**src/rtl/bfop_pkg.sv**
```systemverilog
// Shared types, constants and helper functions of the bounded FIFO with overflow policy.
`default_nettype none
package bfop_pkg;

	localparam int DEPTH   = 16;
	localparam int DATA_W  = 32;
	localparam int PTR_W   = (DEPTH > 1) ? $clog2(DEPTH) : 1;
	localparam int CNT_W   = $clog2(DEPTH + 1);

	localparam int CMD_W   = 2;
	localparam int WORD_W  = 32;
	localparam int OCC_W   = 5;
	localparam int STAT_W  = 3;
	localparam int CFG_W   = 5;
	localparam int S_DATA_W = 32;
	localparam int S_USER_W = 2;
	localparam int M_DATA_W = 72;
	localparam int M_USER_W = 4;
	localparam int M_PAD_W  = M_DATA_W - WORD_W - OCC_W - WORD_W;

	typedef enum logic [CMD_W-1:0] {
		CMD_PUSH = 2'd0,
		CMD_POP  = 2'd1,
		CMD_STOP = 2'd2
	} cmd_t;

	typedef enum logic [STAT_W-1:0] {
		ST_DONE        = 3'd0,
		ST_FULL        = 3'd1,
		ST_NEW_DROPPED = 3'd2,
		ST_OLD_EVICTED = 3'd3,
		ST_EMPTY       = 3'd4,
		ST_STOPPED     = 3'd5
	} status_t;

	typedef enum logic [1:0] {
		POL_BLOCK    = 2'd0,
		POL_DROP_NEW = 2'd1,
		POL_DROP_OLD = 2'd2
	} policy_t;

	typedef enum logic {
		CFG_POLICY   = 1'b0,
		CFG_CAPACITY = 1'b1
	} cfg_idx_t;

	localparam logic [CFG_W-1:0] CAP_RESET = CFG_W'(16);

	typedef struct packed {
		logic               ok;
		logic               pop_ok;
		status_t            status;
		logic [CNT_W-1:0]   occupancy;
		logic [WORD_W-1:0]  drops;
	} res_t;

	typedef struct packed {
		logic              we;
		logic [PTR_W-1:0]  waddr;
		logic [DATA_W-1:0] wdata;
		logic              re;
		logic [PTR_W-1:0]  raddr;
	} ram_req_t;

	// Clamp a programmed capacity into 1..DEPTH.
	function automatic logic [CNT_W-1:0] eff_cap(input logic [CFG_W-1:0] c);
		logic [CNT_W-1:0] r;
		if (c == '0) begin
			r = CNT_W'(1);
		end else if (int'(c) > DEPTH) begin
			r = CNT_W'(DEPTH);
		end else begin
			r = CNT_W'(c);
		end
		return r;
	endfunction

	// Step a ring pointer, wrapping at the active capacity.
	function automatic logic [PTR_W-1:0] adv(input logic [PTR_W-1:0] p,
			input logic [CNT_W-1:0] cap);
		logic [CNT_W-1:0] p1;
		p1 = CNT_W'(p) + CNT_W'(1);
		return (p1 >= cap) ? '0 : PTR_W'(p1);
	endfunction

endpackage
`default_nettype wire

```
**src/rtl/bfop_ram.sv**
```systemverilog
// Generic simple dual-port RAM with one write port and a registered read port.
`default_nettype none
module bfop_ram #(
	parameter int WIDTH = 32,
	parameter int DEPTH = 16
) (
	input  wire logic                            clk,
	input  wire logic                            we,
	input  wire logic [$clog2(DEPTH)-1:0]        waddr,
	input  wire logic [WIDTH-1:0]                wdata,
	input  wire logic                            re,
	input  wire logic [$clog2(DEPTH)-1:0]        raddr,
	output logic      [WIDTH-1:0]                rdata
);

	logic [WIDTH-1:0] mem_q [DEPTH];

	always_ff @(posedge clk) begin
		if (we) begin
			mem_q[waddr] <= wdata;
		end
		if (re) begin
			rdata <= mem_q[raddr];
		end
	end

endmodule
`default_nettype wire

```
**src/rtl/bfop_ctrl.sv**
```systemverilog
// Queue state, overflow policy and per-request result computation.
`default_nettype none
module bfop_ctrl (
	input  wire logic                           clk,
	input  wire logic                           arst_n,
	input  wire logic                           acc,
	input  wire bfop_pkg::cmd_t                 cmd,
	input  wire logic [bfop_pkg::WORD_W-1:0]    push_data,
	input  wire logic                           cfg_we,
	input  wire bfop_pkg::cfg_idx_t             cfg_idx,
	input  wire logic [bfop_pkg::CFG_W-1:0]     cfg_data,
	output bfop_pkg::ram_req_t                  ram,
	output bfop_pkg::res_t                      res,
	output logic [bfop_pkg::CNT_W-1:0]          cap
);

	logic [bfop_pkg::PTR_W-1:0]  rd_ptr_q, wr_ptr_q, rd_ptr_n, wr_ptr_n;
	logic [bfop_pkg::CNT_W-1:0]  cnt_q, cnt_n, cap_q;
	logic [bfop_pkg::WORD_W-1:0] drops_q, drops_n;
	logic                        stopped_q, stopped_n;
	bfop_pkg::policy_t           pol_q;
	logic                        full, drop_inc;

	assign cap  = cap_q;
	assign full = (cnt_q == cap_q);

	always_comb begin
		rd_ptr_n   = rd_ptr_q;
		wr_ptr_n   = wr_ptr_q;
		cnt_n      = cnt_q;
		stopped_n  = stopped_q;
		drop_inc   = 1'b0;
		res.ok     = 1'b0;
		res.pop_ok = 1'b0;
		res.status = bfop_pkg::ST_DONE;
		ram.we     = 1'b0;
		ram.waddr  = wr_ptr_q;
		ram.wdata  = bfop_pkg::DATA_W'(push_data);
		ram.re     = 1'b0;
		ram.raddr  = rd_ptr_q;
		unique case (cmd)
			bfop_pkg::CMD_PUSH: begin
				if (stopped_q) begin
					res.status = bfop_pkg::ST_STOPPED;
				end else if (!full) begin
					ram.we   = acc;
					wr_ptr_n = bfop_pkg::adv(wr_ptr_q, cap_q);
					cnt_n    = cnt_q + bfop_pkg::CNT_W'(1);
					res.ok   = 1'b1;
				end else begin
					unique case (pol_q)
						bfop_pkg::POL_DROP_NEW: begin
							drop_inc   = 1'b1;
							res.status = bfop_pkg::ST_NEW_DROPPED;
						end
						bfop_pkg::POL_DROP_OLD: begin
							// evict the head and reuse its slot; count stays at capacity
							drop_inc   = 1'b1;
							rd_ptr_n   = bfop_pkg::adv(rd_ptr_q, cap_q);
							ram.we     = acc;
							wr_ptr_n   = bfop_pkg::adv(wr_ptr_q, cap_q);
							res.ok     = 1'b1;
							res.status = bfop_pkg::ST_OLD_EVICTED;
						end
						default: begin
							res.status = bfop_pkg::ST_FULL;
						end
					endcase
				end
			end
			bfop_pkg::CMD_POP: begin
				if (cnt_q != '0) begin
					ram.re     = acc;
					rd_ptr_n   = bfop_pkg::adv(rd_ptr_q, cap_q);
					cnt_n      = cnt_q - bfop_pkg::CNT_W'(1);
					res.ok     = 1'b1;
					res.pop_ok = 1'b1;
				end else begin
					res.status = stopped_q ? bfop_pkg::ST_STOPPED : bfop_pkg::ST_EMPTY;
				end
			end
			bfop_pkg::CMD_STOP: begin
				stopped_n = 1'b1;
			end
			default: begin
			end
		endcase
		drops_n = (drop_inc && drops_q != '1) ? drops_q + bfop_pkg::WORD_W'(1) : drops_q;
		res.occupancy = cnt_n;
		res.drops     = drops_n;
	end

	always_ff @(posedge clk or negedge arst_n) begin
		if (!arst_n) begin
			rd_ptr_q  <= '0;
			wr_ptr_q  <= '0;
			cnt_q     <= '0;
			drops_q   <= '0;
			stopped_q <= 1'b0;
			pol_q     <= bfop_pkg::POL_BLOCK;
			cap_q     <= bfop_pkg::eff_cap(bfop_pkg::CAP_RESET);
		end else if (cfg_we) begin
			unique case (cfg_idx)
				bfop_pkg::CFG_POLICY: begin
					pol_q <= bfop_pkg::policy_t'(cfg_data[1:0]);
				end
				bfop_pkg::CFG_CAPACITY: begin
					cap_q    <= bfop_pkg::eff_cap(cfg_data);
					rd_ptr_q <= '0;
					wr_ptr_q <= '0;
					cnt_q    <= '0;
				end
				default: begin
				end
			endcase
		end else if (acc) begin
			rd_ptr_q  <= rd_ptr_n;
			wr_ptr_q  <= wr_ptr_n;
			cnt_q     <= cnt_n;
			drops_q   <= drops_n;
			stopped_q <= stopped_n;
		end
	end

endmodule
`default_nettype wire

```
**src/rtl/bounded_fifo_overflow_policy.sv**
```systemverilog
// Top level of the bounded FIFO with programmable capacity and overflow policy.
// Each request on the slave stream is a push, a pop or a stop command and
// yields exactly one result on the master stream. The block takes one request
// per clock: queue pointers, count and drop counter update at the accepting
// edge, and the result (with the popped word from the storage RAM's registered
// read port) is presented in the next cycle from a single result register. A new
// request is taken whenever that register is empty or is being drained in the
// same cycle, so throughput is one request per cycle.
// When full, policies 0 and 3 refuse the push, policy 1 drops the new word and
// policy 2 evicts the oldest; both drop policies count into a saturating 32-bit
// counter. A stop makes later pushes fail while pops keep draining. Writing
// the capacity register empties the queue. Storage needs no clearing pass
// after reset: entries are read only after being written. Write the
// configuration only while the block is idle.
`default_nettype none
module bounded_fifo_overflow_policy (
	input  wire logic                             clk,
	input  wire logic                             arst_n,
	// request stream
	input  wire logic                             s_tvalid,
	output logic                                  s_tready,
	input  wire logic [bfop_pkg::S_DATA_W-1:0]    s_tdata,  // [31:0] push_data
	input  wire logic [bfop_pkg::S_USER_W-1:0]    s_tuser,  // [1:0] cmd
	// result stream
	output logic                                  m_tvalid,
	input  wire logic                             m_tready,
	// [31:0] pop_data, [36:32] occupancy, [68:37] drops, [71:69] zero
	output logic [bfop_pkg::M_DATA_W-1:0]         m_tdata,
	output logic [bfop_pkg::M_USER_W-1:0]         m_tuser,  // [0] ok, [3:1] status
	// configuration write channel
	input  wire logic                             cfg_valid,
	output logic                                  cfg_ready,
	input  wire logic                             cfg_index,
	input  wire logic [bfop_pkg::CFG_W-1:0]       cfg_data
);

	logic                           acc;
	bfop_pkg::ram_req_t             ram;
	bfop_pkg::res_t                 res, res_s1;
	logic                           vld_s1;
	logic [bfop_pkg::DATA_W-1:0]    rdata;
	logic [bfop_pkg::CNT_W-1:0]     cap;
	logic [bfop_pkg::WORD_W-1:0]    pop_data;

	// Always take config; the user must send it only while the queue is idle, the block does not enforce it.
	assign cfg_ready = 1'b1;

	// Accept when the result register is free or drains this cycle.
	assign s_tready = !vld_s1 || m_tready;
	assign acc      = s_tvalid && s_tready;

	bfop_ctrl u_ctrl (
		.clk       (clk),
		.arst_n    (arst_n),
		.acc       (acc),
		.cmd       (bfop_pkg::cmd_t'(s_tuser[1:0])),
		.push_data (s_tdata[bfop_pkg::WORD_W-1:0]),
		.cfg_we    (cfg_valid && cfg_ready),
		.cfg_idx   (bfop_pkg::cfg_idx_t'(cfg_index)),
		.cfg_data  (cfg_data),
		.ram       (ram),
		.res       (res),
		.cap       (cap)
	);

	// Storage: the read is issued at the accepting edge, so the word lines
	// up with the result register and holds while the output is stalled.
	bfop_ram #(
		.WIDTH (bfop_pkg::DATA_W),
		.DEPTH (bfop_pkg::DEPTH)
	) u_ram (
		.clk   (clk),
		.we    (ram.we),
		.waddr (ram.waddr),
		.wdata (ram.wdata),
		.re    (ram.re),
		.raddr (ram.raddr),
		.rdata (rdata)
	);

	// Result register: load on accept, hold while stalled, drop valid when taken.
	always_ff @(posedge clk or negedge arst_n) begin
		if (!arst_n) begin
			vld_s1 <= 1'b0;
		end else if (acc) begin
			vld_s1 <= 1'b1;
		end else if (m_tready) begin
			vld_s1 <= 1'b0;
		end
	end

	always_ff @(posedge clk) begin
		if (acc) begin
			res_s1 <= res;
		end
	end

	// Zero the word unless this result is a successful pop.
	assign pop_data = res_s1.pop_ok ? bfop_pkg::WORD_W'(rdata) : '0;

	assign m_tvalid = vld_s1;
	assign m_tdata  = {{bfop_pkg::M_PAD_W{1'b0}}, res_s1.drops,
			bfop_pkg::OCC_W'(res_s1.occupancy), pop_data};
	assign m_tuser  = {res_s1.status, res_s1.ok};

	// Every accepted request leaves a result behind.
	a_result_follows: assert property (@(posedge clk) disable iff (!arst_n)
		acc |=> vld_s1)
		else $error("accepted request produced no result");

	// A successful request reports done or eviction only.
	a_ok_status: assert property (@(posedge clk) disable iff (!arst_n)
		vld_s1 && res_s1.ok |->
			(res_s1.status == bfop_pkg::ST_DONE || res_s1.status == bfop_pkg::ST_OLD_EVICTED))
		else $error("ok result with failure status");

	// An empty report means nothing is held; a full report means something is.
	a_empty_occ: assert property (@(posedge clk) disable iff (!arst_n)
		vld_s1 && (res_s1.status == bfop_pkg::ST_EMPTY || res_s1.status == bfop_pkg::ST_FULL)
			|-> (res_s1.status == bfop_pkg::ST_EMPTY) == (res_s1.occupancy == '0))
		else $error("empty/full status disagrees with occupancy");

	// Occupancy never exceeds the active capacity.
	a_occ_cap: assert property (@(posedge clk) disable iff (!arst_n)
		acc |-> res.occupancy <= cap)
		else $error("occupancy above capacity");

endmodule
`default_nettype wire

```
**config.mk**
```make
export PLATFORM = sky130hd
export DESIGN_NAME = bounded_fifo_overflow_policy
export DESIGN_NICKNAME = d
export VERILOG_FILES = /design/src/rtl/bfop_pkg.sv /design/src/rtl/bfop_ram.sv /design/src/rtl/bfop_ctrl.sv /design/src/rtl/bounded_fifo_overflow_policy.sv
export SDC_FILE = /design/constraint.sdc
export NUM_CORES = 1
export LEC_CHECK = 0
export BUFFER_PORTS_ARGS = -buffer_cell sky130_fd_sc_hd__buf_2
export CAP_MARGIN = 20
export CORE_ASPECT_RATIO = 1.2
export CORE_UTILIZATION = 25
export DETAILED_ROUTE_END_ITERATION = 6
export PLACE_DENSITY = 0.46
export SYNTH_ARGS = -nofsm -noshare
export SYNTH_HDL_FRONTEND = slang
export SYNTH_HIERARCHICAL = 1
export SYNTH_SLANG_ARGS = --single-unit
export TNS_END_PERCENT = 30
```
**constraint.sdc**
```tcl
create_clock -name clk -period 11.1 [get_ports clk]
set_input_delay 0.555 -clock clk [delete_from_list [all_inputs] [get_ports clk]]
set_output_delay 0.555 -clock clk [all_outputs]
set_load 0.005 [all_outputs]
```
# ---- Word level (Yosys, flattened, before mapping)
# Memories as Yosys holds them, arrays and structs flattened. A register that Yosys moved wholly into a read port is not among the register bits.
# Cells that the tools add are included.
dict set report word_totals {
  ff_bits 96
  mem_bits_rw 512
  in_bits 45
  output_inout_bits 79
  elab_cells 108
  memories 1
}
dict set report op_classes {
  n_addsub 5
  n_lt_le_gt_ge 3
  n_eq_ne 13
  n_mux 52
  n_bitwise 2
  n_reduce_logical 19
}
# name words word_bits read_ports rd_clocked_by_memory_dff wr line_no
set memory_table {}
lappend memory_table {u_ram.mem_q 16 32 1 1 1 bfop_ram.sv:16} ;# logic [WIDTH-1:0] mem_q [DEPTH];
# cell n
set ops {}
lappend ops {{$mux W32} 2}
lappend ops {{$mux W4} 15}
lappend ops {{$mux W5} 8}
lappend ops {{$add A32 B1 Y32 const B} 1}
lappend ops {{$ne A32 B32 Y1 const B} 1}
lappend ops {{$mux W1} 18}
lappend ops {{$add A4 B1 Y5 const B} 2}
lappend ops {{$ge A5 B5 Y1} 2}
lappend ops {{$pmux W5 S2} 1}
lappend ops {{$ne A3 B3 Y1 const B} 3}
lappend ops {{$pmux W4 S2} 1}
lappend ops {{$reduce_and A2 Y1} 4}
lappend ops {{$reduce_and A7 Y1} 1}
lappend ops {{$mux W3} 2}
lappend ops {{$ne A3 B2 Y1 const B} 2}
lappend ops {{$pmux W3 S2} 1}
lappend ops {{$reduce_bool A2 Y1} 3}
lappend ops {{$add A5 B1 Y5 const B} 1}
lappend ops {{$eq A5 B5 Y1} 1}
lappend ops {{$gt A5 B5 Y1 const B} 1}
lappend ops {{$logic_not A5 Y1} 1}
lappend ops {{$reduce_and A5 Y1} 1}
lappend ops {{$reduce_bool A5 Y1} 1}
lappend ops {{$sub A5 B1 Y5 const B} 1}
lappend ops {{15 further kinds} 20}

# ---- Longest topological paths before layout
dict set report logic_depth {
  depth_word 9
  mapped_depth 10
  mapped_depth_nobuf 9
}

# ---- Modules after synthesis
# The synthesis kept the hierarchy.
# module n_inst cells_per_inst area_each_um2 seq_area_each_um2
set by_module_without_submodules {}
lappend by_module_without_submodules {bfop_ram 1 838 20155.6 16335.7}
lappend by_module_without_submodules {bfop_ctrl 1 465 3985.1 1327.5}
lappend by_module_without_submodules {bounded_fifo_overflow_policy 1 128 1905.6 1286.2}

# ---- Worst setup path after synthesis
# Ideal clock, no wire load.
dict set report synth_timing {
  kind {input-to-reg}
  start {input m_tready}
  end {memory u_ram.mem_q[0][0], enable pin}
  setup_time_ns 0.461
  t_arrival_ns 4.907
  required_ns 10.639
  slack_ns 5.732
  cell_stages 6
  n_path_buf 0
  path_cell_list {nand2b_1 > and2_1 > inv_1 > nor2_1 > or3b_2 > nor3_1}
}
# element line_no
set synth_rtl {}
lappend synth_rtl {{start: declaration} bounded_fifo_overflow_policy.sv:26} ;# input wire logic m_tready,
lappend synth_rtl {{end: declaration} bfop_ram.sv:16}

==> results.txt <==
The clock tree from TritonCTS is yes. The total routing resource utilization after global routing came out at 0.1199. The via density per instance is approximately 4.4. The number of slew-limit violations in the final report is 0. The area of all placed cells without fillers is between 0.03 and 0.04 mm^2. For this block, the initial DRC count from the detailed router was between 700 and 800. The fraction of synthesis flops using an asynchronous set or reset pin came out at 0.08438. Counting flops with a built-in enable in the synthesized netlist gives between 500 and 600. The share of the Yosys chip area taken by registers is 0.7275. In this run the cell area of the synthesized design comes to 0.02605 mm^2. On the critical path the largest part of the delay comes from buffers and inverters. The depth of the worst register-to-register path is 6. The library cell occupying the most area in the post-synthesis netlist is sky130_fd_sc_hd__edfxtp_1. The count of vias placed by the detailed router is approximately 13,000. Post-CTS timing repair inserted 0 buffers for setup.

The number of CTS-inserted buffers came out at between 70 and 80. The tightest slew margin relative to the limit is 0.2628. The total number of yosys warnings came out at 6. The total overflow left after global routing is 0.

The area growth from synthesis to final layout came out at 15.38%. The number of hold-slack violations in the final timing report came out at 0. The number of distinct library cells after synthesis is just under 60. The worst endpoint data arrival time is between 4 and 5 ns. The final routed wirelength across all metal layers came out at 61.93 mm. The initial antenna violation count came out at 7. The die is roughly 300 um wide. Setup repair after global routing left no endpoint under its margin. The setup slack after placement came out at 6.653 ns. The startpoint identified for the worst register-to-register timing path is u_ctrl/rd_ptr_q[0]. The maximum net fanout on the critical path is 46. The die area is roughly 0.11 mm^2.

The floorplan die height is approximately 360 um. Sorting the synthesized cells by area gives the leading types as sky130_fd_sc_hd__edfxtp_1 68%, sky130_fd_sc_hd__mux4_2 11%, sky130_fd_sc_hd__dfrtp_1 5.1%. The upper clock frequency limit came out at 236.5 MHz. Across the run, the number of max-cap violations was 0. The starting utilization of the core area came out at 0.2525.

The analysis attributes to cell leakage a power of approximately 10 nW. The instance area at placement came out at between 0.02 and 0.03 mm^2. The cell sitting at the root of the clock tree is a sky130_fd_sc_hd__clkbuf_16. The average routed wire per standard cell came out at roughly 21 um. For the final routed database, the setup TNS stands at 0 ns. The worst register-to-register path has a setup slack of just under 7 ns. The clock sink count came out at 640. The largest incremental delay on the critical path came out at around 0.89 ns. The later pin in the worst-skew pair is clocked with a latency of ~0.62 ns. The flow ran to the end, and the final reports show no timing, DRC or antenna violations.

The critical path runs through a total of 6 cells. The transition time of the tightest slew-check pin came out at 1.106 ns. The destination of the worst register-to-register timing path is u_ram/rdata[9]. The final critical-path required period is about 4.2 ns. The number of buffers inserted for hold repair after clock tree synthesis is 0. The area fraction of the dominant cell type after synthesis came out at 0.6756.

In the routed design, unresolved DRC markers number 0. After clock tree synthesis, the clock-pin slew on the worst setup and hold paths is roughly 0.060 ns. The post-CTS resize count came out at 0. The min-delay analysis places its worst path in the category input port to asynchronous set/reset pin. The via count of the first global-routing pass came out at approximately 14,000. The worst setup path is launched from a register. The smallest setup slack after layout came out at 6.871 ns.

The number of buffer cells added on primary ports came out at 119. The number of synthesized register bits came out at between 600 and 700. The post-route clock skew is around 0.025 ns.

The areal power density over the cells is 192.2 mW/mm^2. The number of placement rows is ~130. The cell type of the slowest stage on the worst timing path is sky130_fd_sc_hd__buf_4. The total number of nets in the final design came out at around 1,600. The final weighted congestion in routability-driven placement is about 0.74. The number of optimization iterations in the first detailed-route pass is 7. Setup violations remaining at the end of the flow were counted as 0. The share of post-route cells with drive strength above 1 came out at 0.2850. The wire length of the first global-routing pass is about 93 mm. The critical path starts at u_ctrl/rd_ptr_q[0].

For this run, the leading register cell type out of synthesis is sky130_fd_sc_hd__edfxtp_1. STA classifies the critical path endpoint as a register. VDD sags by at most approximately 0.00010 V.

The detailed-placement wirelength estimate is ~35 mm. Walking the worst path, the cells encountered are buf_4, buf_4, buf_4, mux4_2, a22oi_1, nand2_1. The floorplan core area came out at approximately 0.10 mm^2. In the finished design, the share of the clock period the worst path needs comes to 0.3810. The maximum buffer depth of the clock tree came out at 3. The critical path ends at u_ram/rdata[9].

In this run the remaining antenna-violating nets after routing total 0. The H-tree level count came out at 3. The overall power is just under 6 mW.

Each instance of the synthesized netlist takes up on average about 18 um^2. The synthesized instance count is about 1,400. between 100 and 150 I/O pins were placed. The critical path in this run is classified as register to register. Counting the fill cells in the layout gives 10,140.

The maximum number of pins on one net before global-route repair is 59. The critical path contains buffers and inverters numbering 3 combined. Among the stages of the critical path, the cell type that occurs most often is sky130_fd_sc_hd__buf_4. For the worst setup path, the data required time is 11.47 ns.
report_power, final:
part           leakage, nW  switching [mW]  internal (mW)  total, mW
Combinational         2.91           0.430          0.407      0.837
Sequential            6.03          0.0514           2.68       2.74
Clock                 1.05           0.962           1.24       2.20
Total                 9.99            1.44           4.33       5.78
layer usage:
metal  share of wire  track usage  vias up
met5         0.00034            0        -
met4           0.022      0.03856        4
met3           0.045      0.02289       87
met2            0.51       0.2051      277
met1            0.42       0.1516     6782
li1                -            -     5732
worst min-delay path by stage:
| stage | start | to | slack, ns | depth (start not counted) |
|---|---|---|---|---|
| 2_1_floorplan | arst_n | m_tvalid | 0.26 | 0 |
| 3_3_place_gp | u_ctrl/drops_q[26] | u_ctrl/drops_q[26] | 0.50 | 1 |
| 3_5_place_dp | u_ctrl/drops_q[26] | u_ctrl/drops_q[26] | 0.50 | 1 |
| 4_1_cts | s_tvalid | m_tvalid | 0.10 | 2 |
| 5_1_grt | arst_n | u_ctrl/cnt_q[3] | 0.15 | 2 |
| 6_report | arst_n | u_ctrl/cnt_q[3] | 0.1 | 2 |
worst reg2reg max path: stages, from the launching register on:
cell and delay, ns:
sky130_fd_sc_hd__dfrtp_4 0.53, sky130_fd_sc_hd__buf_4 0.73, sky130_fd_sc_hd__buf_4 0.94, sky130_fd_sc_hd__buf_4 0.84, sky130_fd_sc_hd__mux4_2 0.62, sky130_fd_sc_hd__a22oi_1 0.25
sky130_fd_sc_hd__nand2_1 0.09
logic make-up (layout without fill, tap and decap cells):
kind of cell | after synthesis | count (layout) | synth area share
XOR/XNOR | 74 | 74 | 0.02488
AO/OA/AOI/OAI | 116 | 116 | 0.03070
buffers and inverters | 155 | 287 | 0.03670
adder cells (fa/ha/maj) | 17 | 17 | 0.008166
flip-flops | 640 | 640 | 0.7275
AND/OR/NAND/NOR | 295 | 295 | 0.05937
other | 2 | 5 | 0.0002883
multiplexers | 132 | 132 | 0.1124
cell usage in the layout (no fill, tap or decap), types with 12 or more instances in the layout:
master                        n
sky130_fd_sc_hd__clkbuf_1    17
sky130_fd_sc_hd__clkinv_2    12
sky130_fd_sc_hd__o21ai_0     21
sky130_fd_sc_hd__inv_1       14
sky130_fd_sc_hd__nor3_1      28
sky130_fd_sc_hd__and2_2      34
sky130_fd_sc_hd__xor2_1      53
sky130_fd_sc_hd__mux4_2     128
sky130_fd_sc_hd__a22oi_1     66
sky130_fd_sc_hd__nand2_1     87
sky130_fd_sc_hd__nand2b_1    12
sky130_fd_sc_hd__clkbuf_16   73
sky130_fd_sc_hd__ha_1        17
sky130_fd_sc_hd__nor2_4      14
sky130_fd_sc_hd__edfxtp_1   586
sky130_fd_sc_hd__nor2_1      36
sky130_fd_sc_hd__buf_4       29
sky130_fd_sc_hd__buf_2      119
sky130_fd_sc_hd__xnor2_1     21
sky130_fd_sc_hd__nand3_1     19
sky130_fd_sc_hd__dfrtp_1     51
synth_stat cells (2+ instances only):
| library cell | count |
|---|---|
| sky130_fd_sc_hd__a22oi_1 | 66 |
| sky130_fd_sc_hd__a21oi_1 | 8 |
| sky130_fd_sc_hd__clkbuf_2 | 3 |
| sky130_fd_sc_hd__mux2_2 | 3 |
| sky130_fd_sc_hd__buf_6 | 4 |
| sky130_fd_sc_hd__o31ai_1 | 5 |
| sky130_fd_sc_hd__nor3_1 | 32 |
| sky130_fd_sc_hd__o311ai_0 | 2 |
| sky130_fd_sc_hd__mux4_2 | 128 |
| sky130_fd_sc_hd__a211o_1 | 2 |
| sky130_fd_sc_hd__clkbuf_1 | 23 |
| sky130_fd_sc_hd__nor2b_1 | 6 |
| sky130_fd_sc_hd__and4_1 | 4 |
| sky130_fd_sc_hd__nand3_1 | 19 |
| sky130_fd_sc_hd__buf_1 | 11 |
| sky130_fd_sc_hd__nand2b_1 | 12 |
| sky130_fd_sc_hd__nor2_1 | 50 |
| sky130_fd_sc_hd__or3_1 | 2 |
| sky130_fd_sc_hd__inv_1 | 14 |
| sky130_fd_sc_hd__a21o_1 | 2 |
| sky130_fd_sc_hd__xor2_1 | 53 |
| sky130_fd_sc_hd__xnor2_1 | 21 |
| sky130_fd_sc_hd__nand3b_1 | 6 |
| sky130_fd_sc_hd__conb_1 | 2 |
| sky130_fd_sc_hd__or2_2 | 3 |
| sky130_fd_sc_hd__buf_4 | 87 |
| sky130_fd_sc_hd__and3_1 | 7 |
| sky130_fd_sc_hd__o21ai_0 | 21 |
| sky130_fd_sc_hd__and2_1 | 3 |
| sky130_fd_sc_hd__ha_1 | 17 |
| sky130_fd_sc_hd__nor3_2 | 3 |
| sky130_fd_sc_hd__a31oi_1 | 3 |
| sky130_fd_sc_hd__and2_2 | 32 |
| sky130_fd_sc_hd__nor4_1 | 10 |
| sky130_fd_sc_hd__buf_2 | 11 |
| sky130_fd_sc_hd__edfxtp_1 | 586 |
| sky130_fd_sc_hd__nand4_1 | 10 |
| sky130_fd_sc_hd__dfrtp_1 | 53 |
| sky130_fd_sc_hd__nand2_1 | 87 |
area by class of cell:
| type | count | area (um^2) | share of cell area |
|---|---|---|---|
| flip-flops and latches | 640 | 18960 | 0.6308 |
| multi-input cells | 638 | 6291 | 0.2093 |
| clock buffers | 90 | 1891 | 0.06291 |
| well taps | 1375 | 1720 | 0.05725 |
| repair buffers | 150 | 853.3 | 0.02840 |
| clock inverters | 31 | 276.5 | 0.009201 |
| inverters | 16 | 60.06 | 0.001999 |
| diodes | 1 | 2.502 | 0.00008327 |
state kept, by name, summed over array words and instances (netlist names), 2 cells and up:
signal and cells:
u_ctrl/rd_ptr_q 4, u_ram/mem_q 512, u_ram/rdata 32, m_tdata 37, u_ctrl/drops_q 32, u_ctrl/cnt_q 5, u_ctrl/pol_q 2, u_ctrl/cap 5
u_ctrl/wr_ptr_q 4, m_tuser 4
metrics by stage:
| step | util | cells | hold WS (ns) |
|---|---|---|---|
| 3_3_place_gp | 0.2699 | 2817 | 0.4990 |
| 6_report | 0.2914 | 2941 | 0.09510 |
| 2_1_floorplan | - | 1433 | 0.2594 |
| 4_1_cts | 0.2913 | 2940 | 0.1029 |
| 3_5_place_dp | 0.2703 | 2819 | 0.5031 |
| 5_1_grt | 0.2913 | 2940 | 0.1484 |
(Power assumes the default switching activity.)
